$ cat src/hw/rtl/mcache_pkg.sv
// Shared types, codes and constants of the per-CPU pointer magazine cache.
package mcache_pkg;

  // Field widths of the input and result transactions
  localparam int FUNC_W   = 2;
  localparam int CPU_W    = 8;
  localparam int SIZE_W   = 32;
  localparam int ADDR_W   = 48;
  localparam int STATUS_W = 3;
  localparam int CLS_W    = 3;
  localparam int WANT_W   = 5;

  // Magazine index carried between the front and back parts (fits 64 CPUs x 7 classes)
  localparam int MAG_IDX_W = 9;

  // Decoupling queue; depth must be a power of two
  localparam int QUEUE_DEPTH = 2;
  localparam int Q_PTR_W     = $clog2(QUEUE_DEPTH);

  localparam logic [CLS_W-1:0] NO_CLASS = 3'd7;
  localparam logic [9:0] CLASS_LIMIT [7] = '{10'd8, 10'd16, 10'd32, 10'd64,
                                              10'd128, 10'd256, 10'd512};

  // Request function codes
  localparam logic [FUNC_W-1:0] FUNC_ALLOC  = 2'd0;
  localparam logic [FUNC_W-1:0] FUNC_FREE   = 2'd1;
  localparam logic [FUNC_W-1:0] FUNC_REFILL = 2'd2;

  // Result status codes
  localparam logic [STATUS_W-1:0] ST_GRANTED  = 3'd0;
  localparam logic [STATUS_W-1:0] ST_MISS     = 3'd1;
  localparam logic [STATUS_W-1:0] ST_BYP_ALOC = 3'd2;
  localparam logic [STATUS_W-1:0] ST_BYP_FREE = 3'd3;
  localparam logic [STATUS_W-1:0] ST_STORED   = 3'd4;
  localparam logic [STATUS_W-1:0] ST_DRAIN    = 3'd5;
  localparam logic [STATUS_W-1:0] ST_REJECT   = 3'd6;

  typedef enum logic [1:0] {
    OP_ALLOC,
    OP_FREE,
    OP_REFILL
  } op_t;

  // Classified request handed from the front part to the back part
  typedef struct packed {
    op_t                  op;
    logic                 bypass;
    logic [CLS_W-1:0]     cls;
    logic [MAG_IDX_W-1:0] mag;
    logic [ADDR_W-1:0]    addr;
  } item_t;

  typedef enum logic [2:0] {
    S_CLEAR,
    S_IDLE,
    S_LOOK,
    S_GRANT,
    S_EMIT,
    S_DRAIN
  } back_state_t;

endpackage

$ cat src/hw/rtl/mcache_front.sv
// Front part: accepts request transactions, finds the size class and the bypass cases.
module mcache_front #(
  parameter int CPU_COUNT   = 8,
  parameter int CLASS_COUNT = 7,
  parameter int ADDR_BITS   = 48
) (
  input  logic                              clearing,
  input  logic                              cache_enable,
  input  logic                              in_valid,
  output logic                              in_ready,
  input  logic [mcache_pkg::FUNC_W-1:0]     in_func,
  input  logic [mcache_pkg::CPU_W-1:0]      in_cpu_id,
  input  logic [mcache_pkg::SIZE_W-1:0]     in_size_bytes,
  input  logic [mcache_pkg::ADDR_W-1:0]     in_object_address,
  input  logic                              q_full,
  output logic                              q_push,
  output mcache_pkg::item_t                 q_item
);

  localparam logic [mcache_pkg::ADDR_W-1:0] ADDR_MASK =
    (ADDR_BITS >= mcache_pkg::ADDR_W) ? {mcache_pkg::ADDR_W{1'b1}}
                                      : mcache_pkg::ADDR_W'((64'd1 << ADDR_BITS) - 64'd1);

  logic [mcache_pkg::CLS_W-1:0]  cls;
  logic                          cpu_ok;
  logic                          usable;
  logic [mcache_pkg::ADDR_W-1:0] addr_m;
  logic                          addr_zero;
  logic [11:0]                   mag_full;
  logic                          func_ok;
  mcache_pkg::op_t               op;
  logic                          bypass;

  // First class that holds the size; scan downwards so the lowest match wins
  always_comb begin
    cls = mcache_pkg::NO_CLASS;
    for (int i = CLASS_COUNT - 1; i >= 0; i--) begin
      if (in_size_bytes <= mcache_pkg::SIZE_W'(mcache_pkg::CLASS_LIMIT[i])) begin
        cls = mcache_pkg::CLS_W'(i);
      end
    end
  end

  assign cpu_ok    = {1'b0, in_cpu_id} < 9'(CPU_COUNT);
  assign usable    = cache_enable && (cls != mcache_pkg::NO_CLASS) && cpu_ok;
  assign addr_m    = in_object_address & ADDR_MASK;
  assign addr_zero = (addr_m == '0);
  assign mag_full  = 12'(in_cpu_id) * 12'(CLASS_COUNT) + 12'(cls);

  always_comb begin
    unique case (in_func)
      mcache_pkg::FUNC_ALLOC: begin
        func_ok = 1'b1;
        op      = mcache_pkg::OP_ALLOC;
        bypass  = !usable;
      end
      mcache_pkg::FUNC_FREE: begin
        func_ok = 1'b1;
        op      = mcache_pkg::OP_FREE;
        bypass  = !usable || addr_zero;
      end
      mcache_pkg::FUNC_REFILL: begin
        func_ok = 1'b1;
        op      = mcache_pkg::OP_REFILL;
        bypass  = !usable || addr_zero;
      end
      default: begin
        // Unused code: take the transaction and drop it
        func_ok = 1'b0;
        op      = mcache_pkg::OP_ALLOC;
        bypass  = 1'b1;
      end
    endcase
  end

  assign in_ready = !clearing && !q_full;
  assign q_push   = in_valid && in_ready && func_ok;

  assign q_item.op     = op;
  assign q_item.bypass = bypass;
  assign q_item.cls    = cls;
  assign q_item.mag    = mcache_pkg::MAG_IDX_W'(mag_full);
  assign q_item.addr   = addr_m;

endmodule

$ cat config.mk
export PLATFORM = sky130hd
export DESIGN_NAME = mcache_front
export DESIGN_NICKNAME = d
export VERILOG_FILES = /design/src/hw/rtl/mcache_pkg.sv /design/src/hw/rtl/mcache_front.sv
export SDC_FILE = /design/constraint.sdc
export NUM_CORES = 1
export LEC_CHECK = 0
export BUFFER_PORTS_ARGS = -buffer_cell sky130_fd_sc_hd__buf_2
export CAP_MARGIN = 20
export CELL_PAD_IN_SITES_DETAIL_PLACEMENT = 1
export CELL_PAD_IN_SITES_GLOBAL_PLACEMENT = 1
export CORE_ASPECT_RATIO = 0.9
export CORE_UTILIZATION = 22
export DETAILED_ROUTE_END_ITERATION = 10
export PLACE_DENSITY_LB_ADDON = 0.05
export SLEW_MARGIN = 10
export SYNTH_ARGS = -nofsm -noshare
export SYNTH_HDL_FRONTEND = slang
export SYNTH_SLANG_ARGS = --single-unit
$ cat constraint.sdc
create_clock -name vclk -period 4.6
set_clock_uncertainty 0.05 [all_clocks]
set_input_delay 0.69 -clock vclk [all_inputs]
set_output_delay 0.69 -clock vclk [all_outputs]
set_load 0.02 [all_outputs]
Word level (Yosys, flattened, before mapping)
Cells that the tools add are included.

storage, ports and cells
  input bits = 94
  bits in registers = 0
  output and inout port bits = 65
  logic and storage cells = 36

operators by class
  equality and inequality tests = 3
  muxes and demuxes = 10
  multipliers = 1
  reduce and logical (&&, ||, !) cells = 13
  add/sub/neg operators = 1
  order comparisons = 8

operators with widths
  cell                                                                      number
  48-bit logical NOT                                                        1
  32-bit by 10-bit <= comparator with 1-bit output (second input constant)  1
  32-bit by 4-bit <= comparator with 1-bit output (second input constant)   1
  32-bit by 5-bit <= comparator with 1-bit output (second input constant)   1
  32-bit by 6-bit <= comparator with 1-bit output (second input constant)   1
  32-bit by 7-bit <= comparator with 1-bit output (second input constant)   1
  32-bit by 8-bit <= comparator with 1-bit output (second input constant)   1
  32-bit by 9-bit <= comparator with 1-bit output (second input constant)   1
  3-bit two-way mux                                                         5
  9-bit by 3-bit adder with 9-bit output                                    1
  8-bit by 3-bit multiplier with 9-bit output (second input constant)       1
  8-bit by 4-bit < comparator with 1-bit output (second input constant)     1
  1-bit logical AND                                                         5
  2-bit one-hot mux with 2 select lines                                     1
  1-bit logical NOT                                                         3
  3-bit != test (second input constant)                                     1
  3-bit OR reduction                                                        1
  2-bit by 1-bit == test with 1-bit output (second input constant)          1
  2-bit == test (second input constant)                                     1
  2-bit logical NOT                                                         1
  1-bit two-way mux                                                         2
  2-bit two-way mux                                                         1
  1-bit one-hot mux with 2 select lines                                     1
  2-bit OR reduction                                                        1
  1-bit logical OR                                                          1

Longest topological paths before layout
Gate-level depths: netlist of the first run.

  word-level depth = 14
  depth in mapped cells = 14
  mapped depth without buffers = 14

Worst setup path before layout of the first run
OpenSTA, ideal clock, no wires.

  path type = input-to-output
  start = input in_size_bytes[0] (netlist bit)
  end = output q_item[53] (netlist bit)
  path slack = 0.264 ns
  stages = 11
  required time = 3.860 ns
  arrival time = 3.596 ns
  path buffers = 0
  cells stage by stage = nor4_1 -> nand2_1 -> a2111oi_0 -> nand2_1 -> fa_1 -> inv_1 -> fa_1 -> nor2b_1 -> o21ai_0 -> nand2b_1 -> xor2_1

RTL lines
  element      line                source
  from (decl)  mcache_front.sv:13  input logic [mcache_pkg::SIZE_W-1:0] in_size_bytes,
  to (decl)    mcache_front.sv:17  output mcache_pkg::item_t q_item

==> reports/qor.yml, run 1 <==
status: "finished, final reports clean"
core_area_mm2: 0.00618
layout_common_cells: "159 x buf_2, 20 x ha_1, 16 x nor4_1"
maxCapViolCount: 0
routabilityCongestion: 0.714
drc: 0
cts_setup_buffers: 0
clkbuf_count: 0
rows: 27
hold_violations: 0
cp_cell_sequence: "buf_2 > or4_4 > nor4_4 > nand2_2 > fa_1 > ha_1 > a21oi_1 > o211ai_1 > nor4_1 > nor3_1 > xnor2_1 > buf_2"
vias_per_cell: 4.30
grt_pass1_vias: 1664
cts_resized: 0
power_uw: 375
n_antenna_cell: 0
layout_commonest_cell: "buf_2"
area_growth_pct: 42.6
routed_wl_um: 4600
avgSynthCellArea_um2: 7.81
tns_ns: 0
vias: 1647
syn_area_mm2: 0.00143
die_x_um: 87.0
ctsHoldBuffers: 0
setup_slack_ns: 0.253
syn-num-nets: 307
yosys-top-cells-area: "buf_4 26%, ha_1 18%, fa_1 13%"
drt-wirelength-per-cell_um: 12.0
drive_gt1_frac: 0.578
clock.fmax_mhz: 230
crit_buf_inv: 2
power_density_mw_per_mm2: 184
path_max_fanout: 4
path_depth: 12
hold_path.class: "in -> out"
cp.required_ns: 3.86
io_pins: 159
synth_area_leader_cell: "buf_4"
setup_violations: 0
ant_nets: 0
dieArea_mm2: 0.00682
first_iter_violations: 11
crit_path_end_kind: "primary output"
dp_slack_ns: 0.0725
grt-ovfl-total: 0
leakage_nw: 1.07
path_class: "in -> out"
fill_cells: 816
grt_pass1_wl_um: 7400
maxSlewHeadroom: 0.761
whs_path_depth: 2
utilization: 0.329
worst_setup_path_start_kind: "input port"
yosys_warnings: 0
path_common_cell: "buf_2"
cpMaxStageDelayCell: "or4_4"
io_buffers: 159
die_h_um: 78.5
critPathMaxStageDelay_ns: 0.54
yosysSeqAreaShare: 0
worst_pin_slew_ns: 0.355
area.sequential_um2: 0
first_pass_iters: 3
rsz0062_at_grt: "false"
cp.arrival_ns: 3.61
grtUsageTotal: 0.130
netlist_instances: 183
yosysUniqueCellTypes: 31
initial_core_util: 0.231
fin_crit_sh: 0.945
crit_family: "simple AND/OR/NAND/NOR gates"
ir_drop_mv: 0.130
grt_max_degree: 7
nFlopsAndLatches: 0
antenna_found_initial: 0
nets: 422
synth_top_area_share: 0.257
post-route-min-period_ns: 4.35
dpl.hpwl_um: 4310
slew_viol_final: 0
==> stage by stage <==
step / std cells / hold slack, ns / area [um2]
floorplan: 183 / 1.40 / 1430
global route: 383 / 1.57 / 2040
CTS: 383 / 1.56 / 1990
global placement: 383 / 1.56 / 1990
finish: 383 / 1.56 / 2040
detailed placement: 383 / 1.56 / 1990
==> cell type report <==
| class | instances | area [um2] | share of cell area |
|---|---|---|---|
| inverters | 13 | 48.8 | 0.0240 |
| repair buffers | 162 | 818 | 0.402 |
| multi-input cells | 121 | 1060 | 0.521 |
| well taps | 87 | 109 | 0.0534 |
==> kinds of logic (layout without fill, tap and decap cells) <==
logic type                 Yosys count  count (layout)  share of synthesized area
and+or+nand+nor                     65              65                      0.266
buffers and inverters               62             175                      0.292
adders and majority gates           30              30                      0.310
AOI/OAI and AO/OA                   19              19                     0.0893
xor gates and xnor gates             7               7                     0.0429
==> power breakdown <==
part | switching, mW | total, mW | leakage, nW | internal [mW]
Clock | 0 | 0 | 0 | 0
Combinational | 0.219 | 0.375 | 1.07 | 0.156
Sequential | 0 | 0 | 0 | 0
==> Yosys cell counts, drive strengths merged <==
library cell and number:
o31ai 3, o211ai 2, or4 2, a21oi 4
o21bai 1, fa 9, xnor2 4, nand4 5
or3 2, nor2 8, nor4b 2, nor3 5
nor2b 2, nand2b 3, a21o 1, o21ai 3
nor4 18, ha 21, and2 1, nand2 9
o22ai 1, nand3 6, o211a 1, a2111oi 2
a31oi 1, inv 13, buf 49, xor2 3
nand3b 2
==> routing by layer <==
metal,wire [um],global-route usage
met4,0,0
met3,406,0.0147
met1,1940,0.158
met2,2260,0.254
met5,0,0
==> path summary, 6_finish.rpt <==
check / startpoint / endpoint / slack [ns]
min: in_object_address[36] / q_item[36] / 1.56
max: in_size_bytes[15] / q_item[56] / 0.25
Note: power is estimated with default switching activity, not from simulation.
==> run 2: changes to the inputs <==
Settings changed: MAX_ROUTING_LAYER set to met4.
==> reports/qor.yml, run 2 (synthesis results as in run 1) <==
worst_setup_path_start_kind: "input port"
fin_crit_sh: 0.945  # about the same
drt-wirelength-per-cell_um: 12.0  # +0.20%
n_antenna_cell: 0  # unchanged
layout_commonest_cell: "buf_2"
crit_buf_inv: 2  # unchanged
nFlopsAndLatches: 0  # unchanged
dieArea_mm2: 0.00682  # unchanged
rows: 27  # unchanged
cp_cell_sequence: "buf_2 > or4_4 > nor4_4 > nand2_2 > fa_1 > ha_1 > a21oi_1 > o211ai_1 > nor4_1 > nor3_1 > xnor2_1 > buf_2"
io_buffers: 159  # unchanged
area_growth_pct: 42.6  # unchanged
whs_path_depth: 2  # unchanged
core_area_mm2: 0.00618  # unchanged
tns_ns: 0  # unchanged
power_density_mw_per_mm2: 184  # about the same
vias: 1652  # +0.30%
drive_gt1_frac: 0.578  # unchanged
crit_path_end_kind: "primary output"
path_class: "in -> out"
dpl.hpwl_um: 4310  # unchanged
path_max_fanout: 4  # unchanged
hold_violations: 0  # unchanged
placed_cell_area_mm2: 0.00199  # unchanged
grt-ovfl-total: 0  # unchanged
rsz0062_at_grt: "false"
routabilityCongestion: 0.722  # +1.2%
slew_viol_final: 0  # unchanged
cpMaxStageDelayCell: "or4_4"
antenna_found_initial: 0  # unchanged
first_iter_violations: 9  # -2
cts_setup_buffers: 0  # unchanged
layout_common_cells: "159 x buf_2, 20 x ha_1, 16 x nor4_1"
maxSlewHeadroom: 0.762  # about the same
cp.arrival_ns: 3.61  # about the same
hold_path.class: "in -> out"
drc: 0  # unchanged
die_x_um: 87.0  # unchanged
clkbuf_count: 0  # unchanged
crit_family: "simple AND/OR/NAND/NOR gates"
first_pass_iters: 4  # +1
setup_violations: 0  # unchanged
path_common_cell: "buf_2"
path_depth: 12  # unchanged
ctsHoldBuffers: 0  # unchanged
clock.fmax_mhz: 230  # about the same
grtUsageTotal: 0.133  # +0.00378
grt_max_degree: 7  # unchanged
grt_pass1_wl_um: 7410  # about the same
vias_per_cell: 4.31  # +0.30%
maxCapViolCount: 0  # unchanged
grt_pass1_vias: 1662  # -0.12%
status: "finished, final reports clean"
fill_cells: 816  # unchanged
critPathMaxStageDelay_ns: 0.54  # about the same
leakage_nw: 1.07  # unchanged
initial_core_util: 0.231  # unchanged
multi_input_area_mm2: 0.00106  # unchanged
io_pins: 159  # unchanged
die_h_um: 78.5  # unchanged
nets: 422  # unchanged
cp.required_ns: 3.86  # about the same
ir_drop_mv: 0.130  # +0.13%
post-route-min-period_ns: 4.35  # -0.000759 ns
design_area_mm2: 0.00204  # unchanged
area.sequential_um2: 0  # unchanged
cts_resized: 0  # unchanged
routed_wl_um: 4610  # +0.20%
ant_nets: 0  # unchanged
worst_pin_slew_ns: 0.355  # -0.000473 ns
-- run 2: cell counts in the layout (fill, tap and decap cells not counted) --
Identical to the previous run, type by type.
-- run 2: final cells by class --
| cell class | count | area share |
|---|---|---|
| well taps | 87 | 0.0534 |
| inverters | 13 | 0.0240 |
| repair buffers | 162 | 0.402 |
| multi-input cells | 121 | 0.521 |
-- run 2: power breakdown --
group,internal (mW),switching (mW)
Clock,0,0
Combinational,0.156,0.219
Sequential,0,0
-- run 2: final timing paths --
check                             start    endpoint  slack, ns
hold / removal    in_object_address[36]  q_item[36]       1.56
setup / recovery      in_size_bytes[15]  q_item[56]       0.25
-- run 2: metal layers --
| metal | vias up | GRT usage | share of wire |
|---|---|---|---|
| li1 | 835 | - | - |
| met1 | 732 | 0.162 | 0.43 |
| met4 | 0 | 0 | 0 |
| met5 | - | - | 0 |
| met2 | 85 | 0.254 | 0.49 |
| met3 | 0 | 0.00946 | 0.082 |
-- run 2: through the flow --
stage | std cells | power [mW] | util | hold slack [ns] | setup slack [ns]
final | 383 | 0.375 | 0.329 | 1.56 | 0.254
after global routing | 383 | 0.420 | 0.329 | 1.57 | 0.0396
after CTS | 383 | 0.366 | 0.322 | 1.56 | 0.0335
after detailed placement | 383 | 0.364 | 0.322 | 1.56 | 0.0725
after global placement | 383 | 0.364 | 0.322 | 1.56 | 0.131
after floorplan | 183 | 0.254 | - | 1.40 | 0.264
==> run 3: changes to the inputs <==
Settings changed: REMOVE_ABC_BUFFERS set to 1.
==> reports/qor.yml, run 3 (synthesis results as in run 1) <==
slew_viol_final: 0  # unchanged
setup_violations: 0  # unchanged
dp_cells: 385  # +0.52%
clkbuf_count: 0  # unchanged
path_common_cell: "buf_2"
area_growth_pct: 43.9
post-route-min-period_ns: 4.38  # +0.0357 ns
rows: 27  # unchanged
antenna_found_initial: 0  # unchanged
nets: 425  # +0.71%
power_density_mw_per_mm2: 184  # -0.24%
grtUsageTotal: 0.156  # +0.0226
fill_cells: 820  # +0.49%
die_h_um: 78.5  # unchanged
layout_common_cells: "159 x buf_2, 21 x ha_1, 16 x nor4_1"
die_x_um: 87.0  # unchanged
leakage_nw: 1.09  # +1.1%
n_antenna_cell: 0  # unchanged
clock.fmax_mhz: 228  # -0.81%
ir_drop_mv: 0.176  # +35%
worst_setup_path_start_kind: "input port"
ctsHoldBuffers: 0  # unchanged
tns_ns: 0  # unchanged
nFlopsAndLatches: 0  # unchanged
grt_pass1_vias: 1717  # +3.3%
routed_wl_um: 5360  # +16%
drive_gt1_frac: 0.575  # -0.00245
drc: 0  # unchanged
io_buffers: 159  # unchanged
grt_max_degree: 7  # unchanged
worst_pin_slew_ns: 0.359  # +0.00452 ns
cpMaxStageDelayCell: "or4_4"
dpl.hpwl_um: 5050  # +17%
area.sequential_um2: 0  # unchanged
fin_crit_sh: 0.953  # +0.00776
maxCapViolCount: 0  # unchanged
core_area_mm2: 0.00618  # unchanged
routabilityCongestion: 0.765  # +6.0%
dieArea_mm2: 0.00682  # unchanged
layout_commonest_cell: "buf_2"
hold_violations: 0  # unchanged
grt-ovfl-total: 0  # unchanged
hold_path.class: "in -> out"
status: "finished, final reports clean"
initial_core_util: 0.231  # unchanged
critPathMaxStageDelay_ns: 0.53  # about the same
crit_path_end_kind: "primary output"
io_pins: 159  # unchanged
first_pass_iters: 4  # unchanged
vias: 1677  # +1.5%
multi_input_area_mm2: 0.00106  # -0.35%
first_iter_violations: 16  # +7
path_class: "in -> out"
cp.required_ns: 3.86  # about the same
maxSlewHeadroom: 0.759  # -0.00304
cp_cell_sequence: "buf_2 > or4_4 > nor4_4 > nand4_1 > xor2_1 > ha_1 > inv_1 > fa_1 > nor2b_1 > o21ai_0 > nand2b_1 > a2111oi_2 > nand3b_1 > buf_2"
drt-wirelength-per-cell_um: 13.9  # +15%
ant_nets: 0  # unchanged
grt_pass1_wl_um: 8290  # +12%
path_max_fanout: 4  # unchanged
vias_per_cell: 4.34  # +0.72%
utilization: 0.333  # +0.00304
cp.arrival_ns: 3.64  # +0.03 ns
final_cells: 386  # +0.78%
run 3: changes by cell type in the layout (fill, tap and decap cells not counted):
cell,before,now
nor4_2,1,0
o31ai_2,0,1
fa_2,1,0
nor4_4,1,2
nand2_2,1,0
o31ai_1,3,2
ha_1,20,21
buf_4,3,6
fa_1,8,9
ha_4,1,0
nand2_1,8,9
run 3: metal layers:
| layer | vias up | GRT usage | part of all wire |
|---|---|---|---|
| met4 | 0 | 0.0117 | 0.0080 |
| met3 | 4 | 0.00526 | 0.051 |
| met1 | 773 | 0.189 | 0.42 |
| met2 | 64 | 0.295 | 0.52 |
| met5 | - | - | 0 |
| li1 | 836 | - | - |
run 3: layout make-up:
type                       instances  area share
timing repair buffer             165       0.409
multi-input combinational        121       0.514
inverter                          13      0.0237
tap                               87      0.0530
run 3: stage by stage:
| step | instance area (um2) | setup WS, ns | power [mW] | hold slack (ns) |
|---|---|---|---|---|
| 6_report | 2060 | 0.218 | 0.378 | 1.57 |
| 3_5_place_dp | 2000 | -0.0259 | 0.373 | 1.57 |
| 2_1_floorplan | 1060 | 0.264 | 0.192 | 1.33 |
| 3_3_place_gp | 2000 | -0.0133 | 0.372 | 1.56 |
| 5_1_grt | 2060 | -0.00382 | 0.417 | 1.57 |
| 4_1_cts | 2010 | 0.0180 | 0.376 | 1.57 |
run 3: worst max-delay path: cells and delay by family:
kind                     cells  cell delay (ns)
adder cells (fa/ha/maj)      2             0.41
AO/OA/AOI/OAI                2             0.52
XOR/XNOR                     1             0.20
AND/OR/NAND/NOR              6             1.48
buffers and inverters        3             0.33
run 3: repair_timing:
item,in CTS,in global routing
setup endpoints to repair,2,3
gates resized for setup,2,6
pin swaps,0,3
setup buffers,0,1
run 3: report_power, final:
part	switching [mW]	total [mW]	internal (mW)	leakage [nW]
registers	0	0	0	0
clock network	0	0	0	0
logic	0.222	0.378	0.156	1.09
total	0.222	0.378	0.156	1.09
run 3: path summary, 6_finish.rpt:
| kind | from | to | slack, ns | cells past startpoint |
|---|---|---|---|---|
| max | in_size_bytes[15] | q_item[55] | 0.22 | 14 |
| min | in_object_address[27] | q_item[27] | 1.57 | 2 |
