### config.mk
export PLATFORM = sky130hd
export DESIGN_NAME = mcache_fifo
export DESIGN_NICKNAME = d
export VERILOG_FILES = /design/src/hw/rtl/mcache_pkg.sv /design/src/hw/rtl/mcache_fifo.sv
export SDC_FILE = /design/constraint.sdc
export NUM_CORES = 1
export LEC_CHECK = 0
export ABC_AREA = 1
export BUFFER_PORTS_ARGS = -buffer_cell sky130_fd_sc_hd__buf_2
export CAP_MARGIN = 20
export CORE_ASPECT_RATIO = 0.75
export CORE_MARGIN = 4
export CORE_UTILIZATION = 50
export CTS_CLUSTER_SIZE = 25
export DETAILED_ROUTE_END_ITERATION = 16
export PLACE_DENSITY = 0.76
export SYNTH_ARGS = -nofsm -noshare
export SYNTH_HDL_FRONTEND = slang
export SYNTH_SLANG_ARGS = --single-unit
### constraint.sdc
create_clock -name clk -period 7.1 [get_ports clk]
set_input_delay 0.71 -clock clk [delete_from_list [all_inputs] [get_ports clk]]
set_output_delay 0.71 -clock clk [all_outputs]
set_load 0.03 [all_outputs]
### src/hw/rtl/mcache_pkg.sv
// Shared types, codes and constants of the per-CPU pointer magazine cache.
package mcache_pkg;

  // Field widths of the input and result transactions
  localparam int FUNC_W   = 2;
  localparam int CPU_W    = 8;
  localparam int SIZE_W   = 32;
  localparam int ADDR_W   = 48;
  localparam int STATUS_W = 3;
  localparam int CLS_W    = 3;
  localparam int WANT_W   = 5;

  // Magazine index carried between the front and back parts (fits 64 CPUs x 7 classes)
  localparam int MAG_IDX_W = 9;

  // Decoupling queue; depth must be a power of two
  localparam int QUEUE_DEPTH = 2;
  localparam int Q_PTR_W     = $clog2(QUEUE_DEPTH);

  localparam logic [CLS_W-1:0] NO_CLASS = 3'd7;
  localparam logic [9:0] CLASS_LIMIT [7] = '{10'd8, 10'd16, 10'd32, 10'd64,
                                              10'd128, 10'd256, 10'd512};

  // Request function codes
  localparam logic [FUNC_W-1:0] FUNC_ALLOC  = 2'd0;
  localparam logic [FUNC_W-1:0] FUNC_FREE   = 2'd1;
  localparam logic [FUNC_W-1:0] FUNC_REFILL = 2'd2;

  // Result status codes
  localparam logic [STATUS_W-1:0] ST_GRANTED  = 3'd0;
  localparam logic [STATUS_W-1:0] ST_MISS     = 3'd1;
  localparam logic [STATUS_W-1:0] ST_BYP_ALOC = 3'd2;
  localparam logic [STATUS_W-1:0] ST_BYP_FREE = 3'd3;
  localparam logic [STATUS_W-1:0] ST_STORED   = 3'd4;
  localparam logic [STATUS_W-1:0] ST_DRAIN    = 3'd5;
  localparam logic [STATUS_W-1:0] ST_REJECT   = 3'd6;

  typedef enum logic [1:0] {
    OP_ALLOC,
    OP_FREE,
    OP_REFILL
  } op_t;

  // Classified request handed from the front part to the back part
  typedef struct packed {
    op_t                  op;
    logic                 bypass;
    logic [CLS_W-1:0]     cls;
    logic [MAG_IDX_W-1:0] mag;
    logic [ADDR_W-1:0]    addr;
  } item_t;

  typedef enum logic [2:0] {
    S_CLEAR,
    S_IDLE,
    S_LOOK,
    S_GRANT,
    S_EMIT,
    S_DRAIN
  } back_state_t;

endpackage

### src/hw/rtl/mcache_fifo.sv
// Short queue of classified requests between the front and back parts.
module mcache_fifo (
  input  logic              clk,
  input  logic              rst_n,
  input  logic              push,
  input  mcache_pkg::item_t wr_item,
  output logic              full,
  input  logic              pop,
  output logic              valid,
  output mcache_pkg::item_t rd_item
);

  mcache_pkg::item_t                 slot_r [mcache_pkg::QUEUE_DEPTH];
  logic [mcache_pkg::Q_PTR_W-1:0]    wr_ptr_r;
  logic [mcache_pkg::Q_PTR_W-1:0]    rd_ptr_r;
  logic [mcache_pkg::Q_PTR_W:0]      count_r;
  logic [mcache_pkg::Q_PTR_W:0]      count_nxt;

  assign full    = (count_r == (mcache_pkg::Q_PTR_W + 1)'(mcache_pkg::QUEUE_DEPTH));
  assign valid   = (count_r != '0);
  assign rd_item = slot_r[rd_ptr_r];

  always_comb begin
    count_nxt = count_r;
    if (push && !pop) begin
      count_nxt = count_r + 1'b1;
    end else if (pop && !push) begin
      count_nxt = count_r - 1'b1;
    end
  end

  always_ff @(posedge clk) begin
    if (!rst_n) begin
      wr_ptr_r <= '0;
      rd_ptr_r <= '0;
      count_r  <= '0;
    end else begin
      if (push) begin
        wr_ptr_r <= wr_ptr_r + 1'b1;
      end
      if (pop) begin
        rd_ptr_r <= rd_ptr_r + 1'b1;
      end
      count_r <= count_nxt;
    end
  end

  always_ff @(posedge clk) begin
    if (push) begin
      slot_r[wr_ptr_r] <= wr_item;
    end
  end

endmodule

Yosys cells after proc, flatten, opt, wreduce, memory -nomap -nowiden
Memories as Yosys holds them, arrays and structs flattened. A register that Yosys moved wholly into a read port is not among the register bits. Index checks and enable logic that the tools add are counted.

Input port bits: 67. Word-level logic and storage cells: 21. Output and inout port bits: 65. Memories kept: 1. Memory bits (writable): 126. Register bits: 4.

Muxes and demuxes: 6. Equal/unequal tests: 1. $add $sub $neg: 4. Reduce and logical (&&, ||, !) cells: 6.

Memories: slot_r (depth 2, width 63, rd ports 1, clocked after memory_dff 1, wr ports 1, RTL line mcache_fifo.sv:13) `mcache_pkg::item_t slot_r [mcache_pkg::QUEUE_DEPTH];`.

Operator list (number): two-way mux 1 bit (4); two-way mux 2 bit (2); nonzero test 2 bit (2); adder 1 bit, second input constant (2); adder 2 x 1 -> 2 bit, second input constant (1); == test 2 bit, second input constant (1); logical AND 1 bit (2); logical NOT 1 bit (2); subtractor 2 x 1 -> 2 bit, second input constant (1).

Longest topological paths before layout
Gate-level depths: netlist of the first run.

Word-level depth: 4. Depth in mapped cells: 8. Depth with buffers taken out: 8.

Worst setup path after synthesis of the first run
OpenSTA, ideal clock, no wires.

Kind: input -> register. Start point: input push. End point: memory slot_r[0][0] (netlist name), enable pin. Setup time: 0.486 ns. Buffers on the path: 0. Path slack: 3.222 ns. Arrival: 3.392 ns. Required time: 6.614 ns. Cell stages on the path: 2. Cell sequence: inv_1 nor2_1.

Cells in the longest elaborated chain, start to end: 2.

RTL lines: start, declared (RTL line mcache_fifo.sv:5) `input logic push,`; two-way mux 1 bit (RTL line mcache_fifo.sv:49) `if (push) begin`; two-way mux 1 bit (not written as such) (RTL line mcache_fifo.sv:50) `slot_r[wr_ptr_r] <= wr_item;`; end, declared (RTL line mcache_fifo.sv:13).

Every way passes these cells.

==> impl_results.md, run 1 <==
* Status: finished clean
* Combinational family with the most area after synthesis: multiplexers
* Final hold violations at 0
* YS warnings at 0
* Syn_area_per_cell at 22.0 sq um
* Initial Utilization at 51.9%
* Crit path capture type: output port
* Number of DRC markers in iteration 0 at 122
* Worst vdd ir at 0.000189 V
* Postcts setup bufs at 0
* Critical Path AT at 2.33 ns
* Num rows at 31
* Maximum fanout along the worst path at 41
* Most frequent cells in the layout: buf_2 (131), edfxtp_1 (126), mux2_4 (60)
* Nets at 445
* Die H at 95.3 um
* CTS tree: done
* First-pass detailed-route iteration total at 5
* DP HPWL at 5.88 mm
* Reg clk slew, reported paths at 0.06 ns
* # setup viols final at 0
* Tmin final at 3.04 ns
* Critical-path cell list: buf_4, mux2_2, buf_2
* Clock latency on the worst-skew pair at 0.40 ns
* Required @ worst endpoint at 6.39 ns
* Kind of critical path: reg2out
* Simple-Gate Fraction of Synth Area at 1.48%
* Synth Area in Adders at 0.246%
* CTS sink cnt at 131
* Routed via count at 2539
* Final worst slack at 4.06 ns
* Post-CTS Hold Buffers at 0
* Clock tree buffer depth at 2
* Post-CTS sizing at 0
* CP peak stage delay at 0.71 ns
* Ant. Diodes at 0
* Leak Pwr at 2.55 nW
* Worst-Margin Slew at 0.791 ns
* Pre-CTS setup slack at 4.45 ns
* CTS root buffer: clkbuf_16
* Post-route DRC at 0
* Max Freq at 0.329 GHz
* Largest net degree at the start of global routing at 42
* Setup TNS at 0 ns
* Vias in the first global route at 2692
* Gp weighted congestion at 0.687
* Synth cell types at 14
* Clk_skew at 0.00491 ns
* PortBufs at 131
* Layout area overhead at 24.1%
* DR WL/cell at 16.9 um
* DR vias/cell at 4.88
* Startpoint Class: flop
* Slew HR at 47.2%
* I/O Pins at 132
* Cell Pwr Density at 295 nW/um^2
* Synth Area in XOR/XNOR at 0%
* Synthesized Nets at 299
* First-pass GRT wire length at 13.2 mm
* Number of max-cap violations at 0
* CP max stage cell: buf_4
* Share of layout cells above drive strength 1 at 58.5%
* DRT Wirelength at 8.80 mm
* Synth area leader: edfxtp_1
* Routed Antenna Nets at 0
* Max-slew violations at 0
* Synthesized instance count at 231
* RSZ-0062 raised after global routing: false
* Post-Synthesis Cell Area at 5080 sq um
* Die X at 124 um
* Initial antenna violation count at 0
* Crit share post-route at 42.8%
* Sequential fraction of the synthesis area at 76.5%
* Core area at 9770 sq um
* Gr usage total at 14.8%
* FF+latch count, synth at 131
* Post-synthesis compound-gate area fraction at 0.197%
* Top cell type's share of synthesized area at 74.5%
* Hold Path Class: in2reg
* H-tree levels at 4
* Area contributors post-synth: edfxtp_1 (75%), mux2_4 (18%), buf_12 (2.4%), dfxtp_1 (2.0%), nand2_1 (0.67%)
* Post-synthesis mux area share at 18.4%
* Cts bufs inserted at 17
* Commonest non-fill, non-tap cell in the layout: buf_2
* Die area at 11800 sq um
* Grt total ovfl at 0
## final timing paths
check	from	endpoint	slack (ns)	cells past startpoint
hold reg to reg	rd_ptr_r$_SDFFE_PN0P_	flop	0.51	2
setup reg to reg	wr_ptr_r$_SDFFE_PN0P_	slot_r[0][1]$_DFFE_PP_	5.17	2
setup / recovery	flop	rd_item[43]	4.06	3
hold / removal	wr_item[26]	slot_r[0][26]$_DFFE_PP_	0.50	1
## worst max-delay path: cells and delay by family, from the launching register on
kind                   cells  cell delay, ns
DFF                        1            0.60
buffers and inverters      2            0.89
muxes                      1            0.42
## cells by family (layout without fill, tap and decap cells)
logic type,Yosys count,count (layout)
and+or+nand+nor,19,19
AOI/OAI and AO/OA,2,2
DFF,131,131
buffers and inverters,15,172
muxes,63,63
adders and majority gates,1,1
## per-layer routing
layer	vias to the layer above	routed length [um]	GRT usage, %
li1	1182	-	-
met1	1253	3870	18.0
met2	100	4300	24.2
met3	4	616	6.10
met4	0	24	5.20
met5	-	0	0
## cells in the mapped netlist
cell and count:
nand2_1 9, inv_1 8, dfxtp_1 5, mux2_2 3, buf_12 6, nor2_1 8
buf_6 1, nand4_1 1, o21ai_0 1, a21oi_1 1, edfxtp_1 126, nand3_1 1
ha_1 1, mux2_4 60
## area by class of cell
class	count	area (sq um)
Sequential cell	131	3890
Fill cell	721	3470
Multi-Input combinational cell	85	1040
Timing Repair Buffer	134	678
Clock buffer	18	429
Tap cell	132	165
Clock inverter	12	70.1
Inverter	8	30.0
## through the flow
| stage | util [%] | total power [W] | instance area, sq um | std cells | hold WS (ns) |
|---|---|---|---|---|---|
| after global routing | 64.5 | 0.00193 | 6300 | 520 | 0.479 |
| final | 64.5 | 0.00186 | 6300 | 520 | 0.500 |
| after global placement | 59.3 | 0.00115 | 5800 | 490 | 0.480 |
| after floorplan | - | 0.00109 | 5080 | 231 | 0.463 |
| after CTS | 64.5 | 0.00188 | 6300 | 520 | 0.483 |
| after detailed placement | 59.3 | 0.00116 | 5800 | 490 | 0.496 |
## power breakdown
| part | switching (W) | internal (W) | leakage, nW | total (W) |
|---|---|---|---|---|
| registers | 0.0000158 | 0.000895 | 1.22 | 0.000911 |
| clock network | 0.000289 | 0.000434 | 0.234 | 0.000724 |
| logic | 0.000136 | 0.0000900 | 1.09 | 0.000226 |
| total | 0.000442 | 0.00142 | 2.55 | 0.00186 |
## registers in the layout, summed over array words and instances (netlist names), named ones only
signal and flops:
rd_ptr_r 1, slot_r 126, count_r 2, wr_ptr_r 1
Note: power is estimated with default switching activity, not from simulation.
==> inputs of run 2 (changes only) <==
ABC_AREA = 0   (was 1)
PLACE_DENSITY = 0.77   (was 0.76)
clock period = 2.95 ns   (was 7.1 ns; I/O delays follow)
==> run 2 against run 1 <==
Clock skew fell by 0.0011 ns. Synthesized cell count fell by 5.6%. Utilization rose by 2.6 points. Non-clock buffer count did not move. Sequential power rose by 140%. First-iteration DRC count rose by 60%. Global-route usage rose by 1.1 points. Clock power rose to 2.8 times the previous value. Die area fell by 5.3%. Worst setup slack got worse by 3.1 ns. Critical path type unchanged. Critical endpoint is now rd_item[53].
==> impl_results.md, run 2 <==
* Sequential fraction of the synthesis area at 81.1%
* Power after layout at 0.00477 W
* Tmin final at 1.96 ns
* Post-CTS Hold Buffers at 0
* Combinational family with the most area after synthesis: multiplexers
* Most frequent cells in the layout: buf_2 (131), edfxtp_1 (126), mux2_2 (63)
* Number of DRC markers in iteration 0 at 195
* CP max stage cell: mux2_2
* Gr usage total at 15.9%
* Dpl cells at 473
* Crit share post-route at 66.4%
* Metal3 WL at 814 um
* Final hold violations at 0
* Vias in the first global route at 2635
* CTS root buffer: clkbuf_16
* Initial Utilization at 52.1%
* H-tree levels at 4
* Post-synthesis mux area share at 14.8%
* Die X at 121 um
* Slew HR at 43.5%
* PortBufs at 131
* Setup TNS at 0 ns
* Routed length on met2 at 4.19 mm
* RSZ-0062 raised after global routing: false
* Critical-path cell list: buf_12, mux2_2, buf_2
* Kind of critical path: reg2out
* Top cell type's share of synthesized area at 79.0%
* Largest regs: slot_r (126), count_r (2)
* Startpoint Class: flop
* Routed Antenna Nets at 0
* Post-CTS sizing at 0
* Max reg flops at 126
* Worst vdd ir at 0.000656 V
* Post-synth EDFFs at 126
* Nets at 432
* Leak Pwr at 2.34 nW
* Commonest non-fill, non-tap cell in the layout: buf_2
* DRT Wirelength at 8.69 mm
* Max-slew violations at 0
* Worst-Margin Slew at 0.848 ns
* CP peak stage delay at 0.39 ns
* DP HPWL at 5.38 mm
* Final core utilization at 67.0%
* Num rows at 30
* CTS tree: done
* Fin Hold WS at 0.0822 ns
* Synth top cells by count: edfxtp_1 (126), mux2_2 (63), buf_6 (6), dfxtp_1 (5), and2_1 (4)
* Area contributors post-synth: edfxtp_1 (79%), mux2_2 (15%), dfxtp_1 (2.1%), buf_6 (1.4%), and2_1 (0.52%)
* Top layer in use: met5
* Synth cell types at 17
* Die area at 11200 sq um
* Core area at 9200 sq um
* Largest Register: slot_r
* Post-Synthesis Cell Area at 4790 sq um
* Critical Path AT at 1.66 ns
* Wl on met1 at 3.60 mm
* I/O Pins at 132
* Clk_skew at 0.00379 ns
* Share of layout cells above drive strength 1 at 60.5%
* Initial antenna violation count at 1
* First-pass GRT wire length at 13.3 mm
* Postcts setup bufs at 0
* Crit path capture type: output port
* Required @ worst endpoint at 2.65 ns
* Cts bufs inserted at 17
* # setup viols final at 0
* Reg clk slew, reported paths at 0.05 ns
* Most used DFF post-synth: edfxtp_1
* Gp weighted congestion at 0.743
* DR WL/cell at 17.2 um
* Grt total ovfl at 0
* Most frequent cell after synthesis: edfxtp_1
* CTS sink cnt at 131
* Synth Area in Adders at 0.261%
* FF+latch count, synth at 131
* Status: finished clean
* Post-synthesis compound-gate area fraction at 0.418%
* Synthesized Nets at 286
* Hold Path Class: in2reg
* Number of max-cap violations at 0
* First-pass detailed-route iteration total at 4
* Syn_area_per_cell at 22.0 sq um
* Synth Area in XOR/XNOR at 0.549%
* Max Freq at 0.511 GHz
* DR vias/cell at 4.84
* Synthesized instance count at 218
* Clock latency on the worst-skew pair at 0.40 ns
* Layout area overhead at 28.7%
* Die H at 92.8 um
* Share of flip-flops with an asynchronous set or reset at 0%
* Routed via count at 2448
* Largest net degree at the start of global routing at 64
* Synth area leader: edfxtp_1
* Clock tree buffer depth at 2
* Maximum fanout along the worst path at 63
* Simple-Gate Fraction of Synth Area at 1.23%
* Cell Pwr Density at 773 nW/um^2
* Post-route DRC at 0
* YS warnings at 0
* Fin cells at 506
## run 2: final cells by class
class	count	area [sq um]
flip-flops and latches	131	3880
repair buffers	134	703
multi-input cells	79	836
fillers	639	3030
inverters	1	3.75
well taps	128	160
diodes	1	2.50
clock buffers	20	437
clock inverters	12	139
## run 2: kinds of logic after synthesis
group | count (synthesis)
AND/OR/NAND/NOR | 9
AO/OA/AOI/OAI | 3
adder cells (fa/ha/maj) | 1
buffers and inverters | 8
multiplexers | 63
XOR/XNOR | 3
flip-flops | 131
## run 2: routing by layer
layer	vias to the layer above	GRT usage, %
met4	2	4.81
met5	-	0
met1	1179	20.0
met2	101	24.8
li1	1152	-
met3	14	7.20
## run 2: critical path: cells and delay by family (launching register included)
kind | cells | cell delay (ns)
buffers and inverters | 2 | 0.47
flip-flops | 1 | 0.33
multiplexers | 1 | 0.39
## run 2: per-stage QoR
step                setup slack [ns]  cell area (sq um)
floorplan                      0.548               4790
global placement                1.32               5590
detailed placement              1.32               5590
CTS                            0.983               6160
global route                   0.949               6160
finish                         0.992               6170
## run 2: final timing paths
kind                                         startpoint  slack [ns]                       to  cells after the start
worst min-delay path                         wr_item[4]        0.08   slot_r[1][4]$_DFFE_PP_                      1
worst max register to register    wr_ptr_r$_SDFFE_PN0P_        1.35  slot_r[1][13]$_DFFE_PP_                      2
worst min register to register  count_r[1]$_SDFFE_PN0P_        0.51  count_r[1]$_SDFFE_PN0P_                      2
worst max-delay path                               flop        0.99              rd_item[53]                      3
## run 2: report_power, final
group / switching [W] / internal [W]
clock: 0.000712 / 0.00131
sequential: 0.0000247 / 0.00215
combinational: 0.000360 / 0.000207
total: 0.00110 / 0.00367
==> inputs of run 3 (changes only) <==
CORE_UTILIZATION = 47   (was 50)
PLACE_DENSITY = 0.76   (was 0.77)
clock period = 1.8 ns   (was 2.95 ns; I/O delays follow)
==> run 3 against run 2 <==
Highest routed layer is now met4. Critical endpoint is now rd_item[55]. Sequential power is 64% higher. Via count up 11%. Die area rose by 5.9%. Sequential cell count unchanged.
==> impl_results.md, run 3 (synthesis results as in run 2) <==
* Reg clk slew, reported paths at 0.05 ns
* Crit Reg-Reg Startpoint: wr_ptr_r$_SDFFE_PN0P_
* Setup TNS at 0 ns
* Share of layout cells above drive strength 1 at 52.0%
* Ant. Diodes at 0
* Max Freq at 0.583 GHz
* Initial Utilization at 48.8%
* Gp weighted congestion at 0.702
* Status: finished clean
* PortBufs at 131
* Power after layout at 0.00753 W
* CTS tree: done
* CTS root buffer: clkbuf_16
* Clock power frac at 38.6%
* Crit share post-route at 95.2%
* Largest Register: slot_r
* Required @ worst endpoint at 1.62 ns
* Largest net degree at the start of global routing at 65
* Routed length on met2 at 4.75 mm
* Post-route DRC at 0
* First-pass GRT wire length at 15.4 mm
* RSZ-0062 raised after global routing: false
* CP max stage cell: mux2_2
* Storage cell area at 3890 sq um
* Comb pwr share at 14.1%
* Clk_skew at 0.00768 ns
* Max-slew violations at 0
* Cell-internal power at 0.00571 W
* DR WL/cell at 16.8 um
* Die area at 11900 sq um
* I/O Pins at 132
* Final core utilization at 69.0%
* DRT Wirelength at 9.64 mm
* Top layer in use: met4
* Tmin final at 1.71 ns
* Flop pwr share at 47.4%
* Routed Antenna Nets at 0
* Clock latency on the worst-skew pair at 0.40 ns
* CTS sink cnt at 131
* Die H at 95.4 um
* Leak Pwr at 2.58 nW
* Initial antenna violation count at 0
* Gr usage total at 17.2%
* Cts bufs inserted at 17
* Num rows at 31
* Nets at 497
* Startpoint Class: flop
* Vias in the first global route at 2995
* Cell Pwr Density at 1110 nW/um^2
* Commonest non-fill, non-tap cell in the layout: buf_2
* H-tree levels at 4
* Reg2reg end: slot_r[1][48]$_DFFE_PP_
* Layout area overhead at 41.4%
* Hold Crit Start: rst_n
* Routed via count at 2710
* CP top delay family: buffers and inverters
* Max reg flops at 126
* Largest regs: slot_r (126), count_r (2)
* Number of max-cap violations at 0
* Worst Setup EP: rd_item[55]
* Most frequent cells in the layout: buf_2 (131), edfxtp_1 (126), mux2_2 (63), dlygate4sd3_1 (63), clkbuf_16 (17)
* Dpl cell area at 5630 sq um
* Area of the multi-input gates at 836 sq um
* Core area at 9810 sq um
* Clock tree buffer depth at 2
* Switch Pwr at 0.00183 W
* Critical-path cell list: buf_12, mux2_2, buf_2
* # setup viols final at 0
* Worst-Margin Slew at 0.360 ns
* Switching share of power at 24.2%
* Reg-to-reg slack, setup at 0.53 ns
* CP peak stage delay at 0.38 ns
* Final hold violations at 0
* Fillers at 631
* CP bufs+invs at 2
* Worst path depth at 3
* Hold Path Class: in2reg
* Crit path capture type: output port
* Die X at 125 um
* DP HPWL at 5.51 mm
* Pre-CTS setup slack at 0.476 ns
* Kind of critical path: reg2out
* Wl on met1 at 4.11 mm
* Metal3 WL at 730 um
* Grt total ovfl at 0
* Number of DRC markers in iteration 0 at 123
* Final Cell Area at 6770 sq um
* Critical Path AT at 1.53 ns
* Maximum fanout along the worst path at 34
* Final worst slack at 0.0857 ns
* FF-to-FF path depth at 2
* First-pass detailed-route iteration total at 4
* DR vias/cell at 4.72
* Worst vdd ir at 0.000864 V
* Slew HR at 76.0%
[run 3: changes by cell type in the layout (fill, tap and decap cells not counted), sizes merged]
cell | previous run | this run
clkbuf | 20 | 22
buf | 134 | 136
diode | 1 | 0
bufinv | 3 | 0
dlygate4sd3 | 0 | 63
clkinvlp | 3 | 4
[run 3: worst min path at each step]
stage,cells after the start,slack (ns),end
CTS,2,0.03,wr_ptr_r$_SDFFE_PN0P_
global route,2,0.04,wr_ptr_r$_SDFFE_PN0P_
finish,2,0.05,wr_ptr_r$_SDFFE_PN0P_
floorplan,0,0.28,slot_r[0][0]$_DFFE_PP_
detailed placement,1,0.37,slot_r[0][11]$_DFFE_PP_
global placement,1,0.37,slot_r[0][11]$_DFFE_PP_
[run 3: power groups by stage]
stage | clock network [W] | logic (W) | registers [W]
floorplan | 0 | 0.000661 | 0.00361
global placement | 0 | 0.000939 | 0.00362
detailed placement | 0 | 0.000952 | 0.00363
CTS | 0.00297 | 0.00106 | 0.00357
global route | 0.00314 | 0.00113 | 0.00358
finish | 0.00291 | 0.00106 | 0.00357
[run 3: stage by stage]
step           hold WS, ns  cells
2_1_floorplan        0.279    218
3_3_place_gp         0.367    479
3_5_place_dp         0.371    479
4_1_cts             0.0288    574
5_1_grt             0.0436    574
6_report            0.0463    574
[run 3: layout make-up]
cell class                 instances  area share, %
sequential                       131           57.4
timing repair buffer             199           20.3
multi-input combinational         79           12.3
clock buffer                      22           6.56
tap                              132           2.44
clock inverter                    10          0.924
inverter                           1         0.0554
[run 3: what timing repair did]
item,CTS,global route
gates resized for setup,0,1
endpoints found under the setup margin,0,4
hold endpoints to repair,126,0
hold buffers,63,0
setup buffers,0,0
[run 3: routing by layer]
metal | track usage [%] | vias to the layer above
met5 | 0 | -
met4 | 7.21 | 0
met3 | 7.39 | 4
met2 | 28.1 | 104
met1 | 20.3 | 1317
li1 | - | 1285
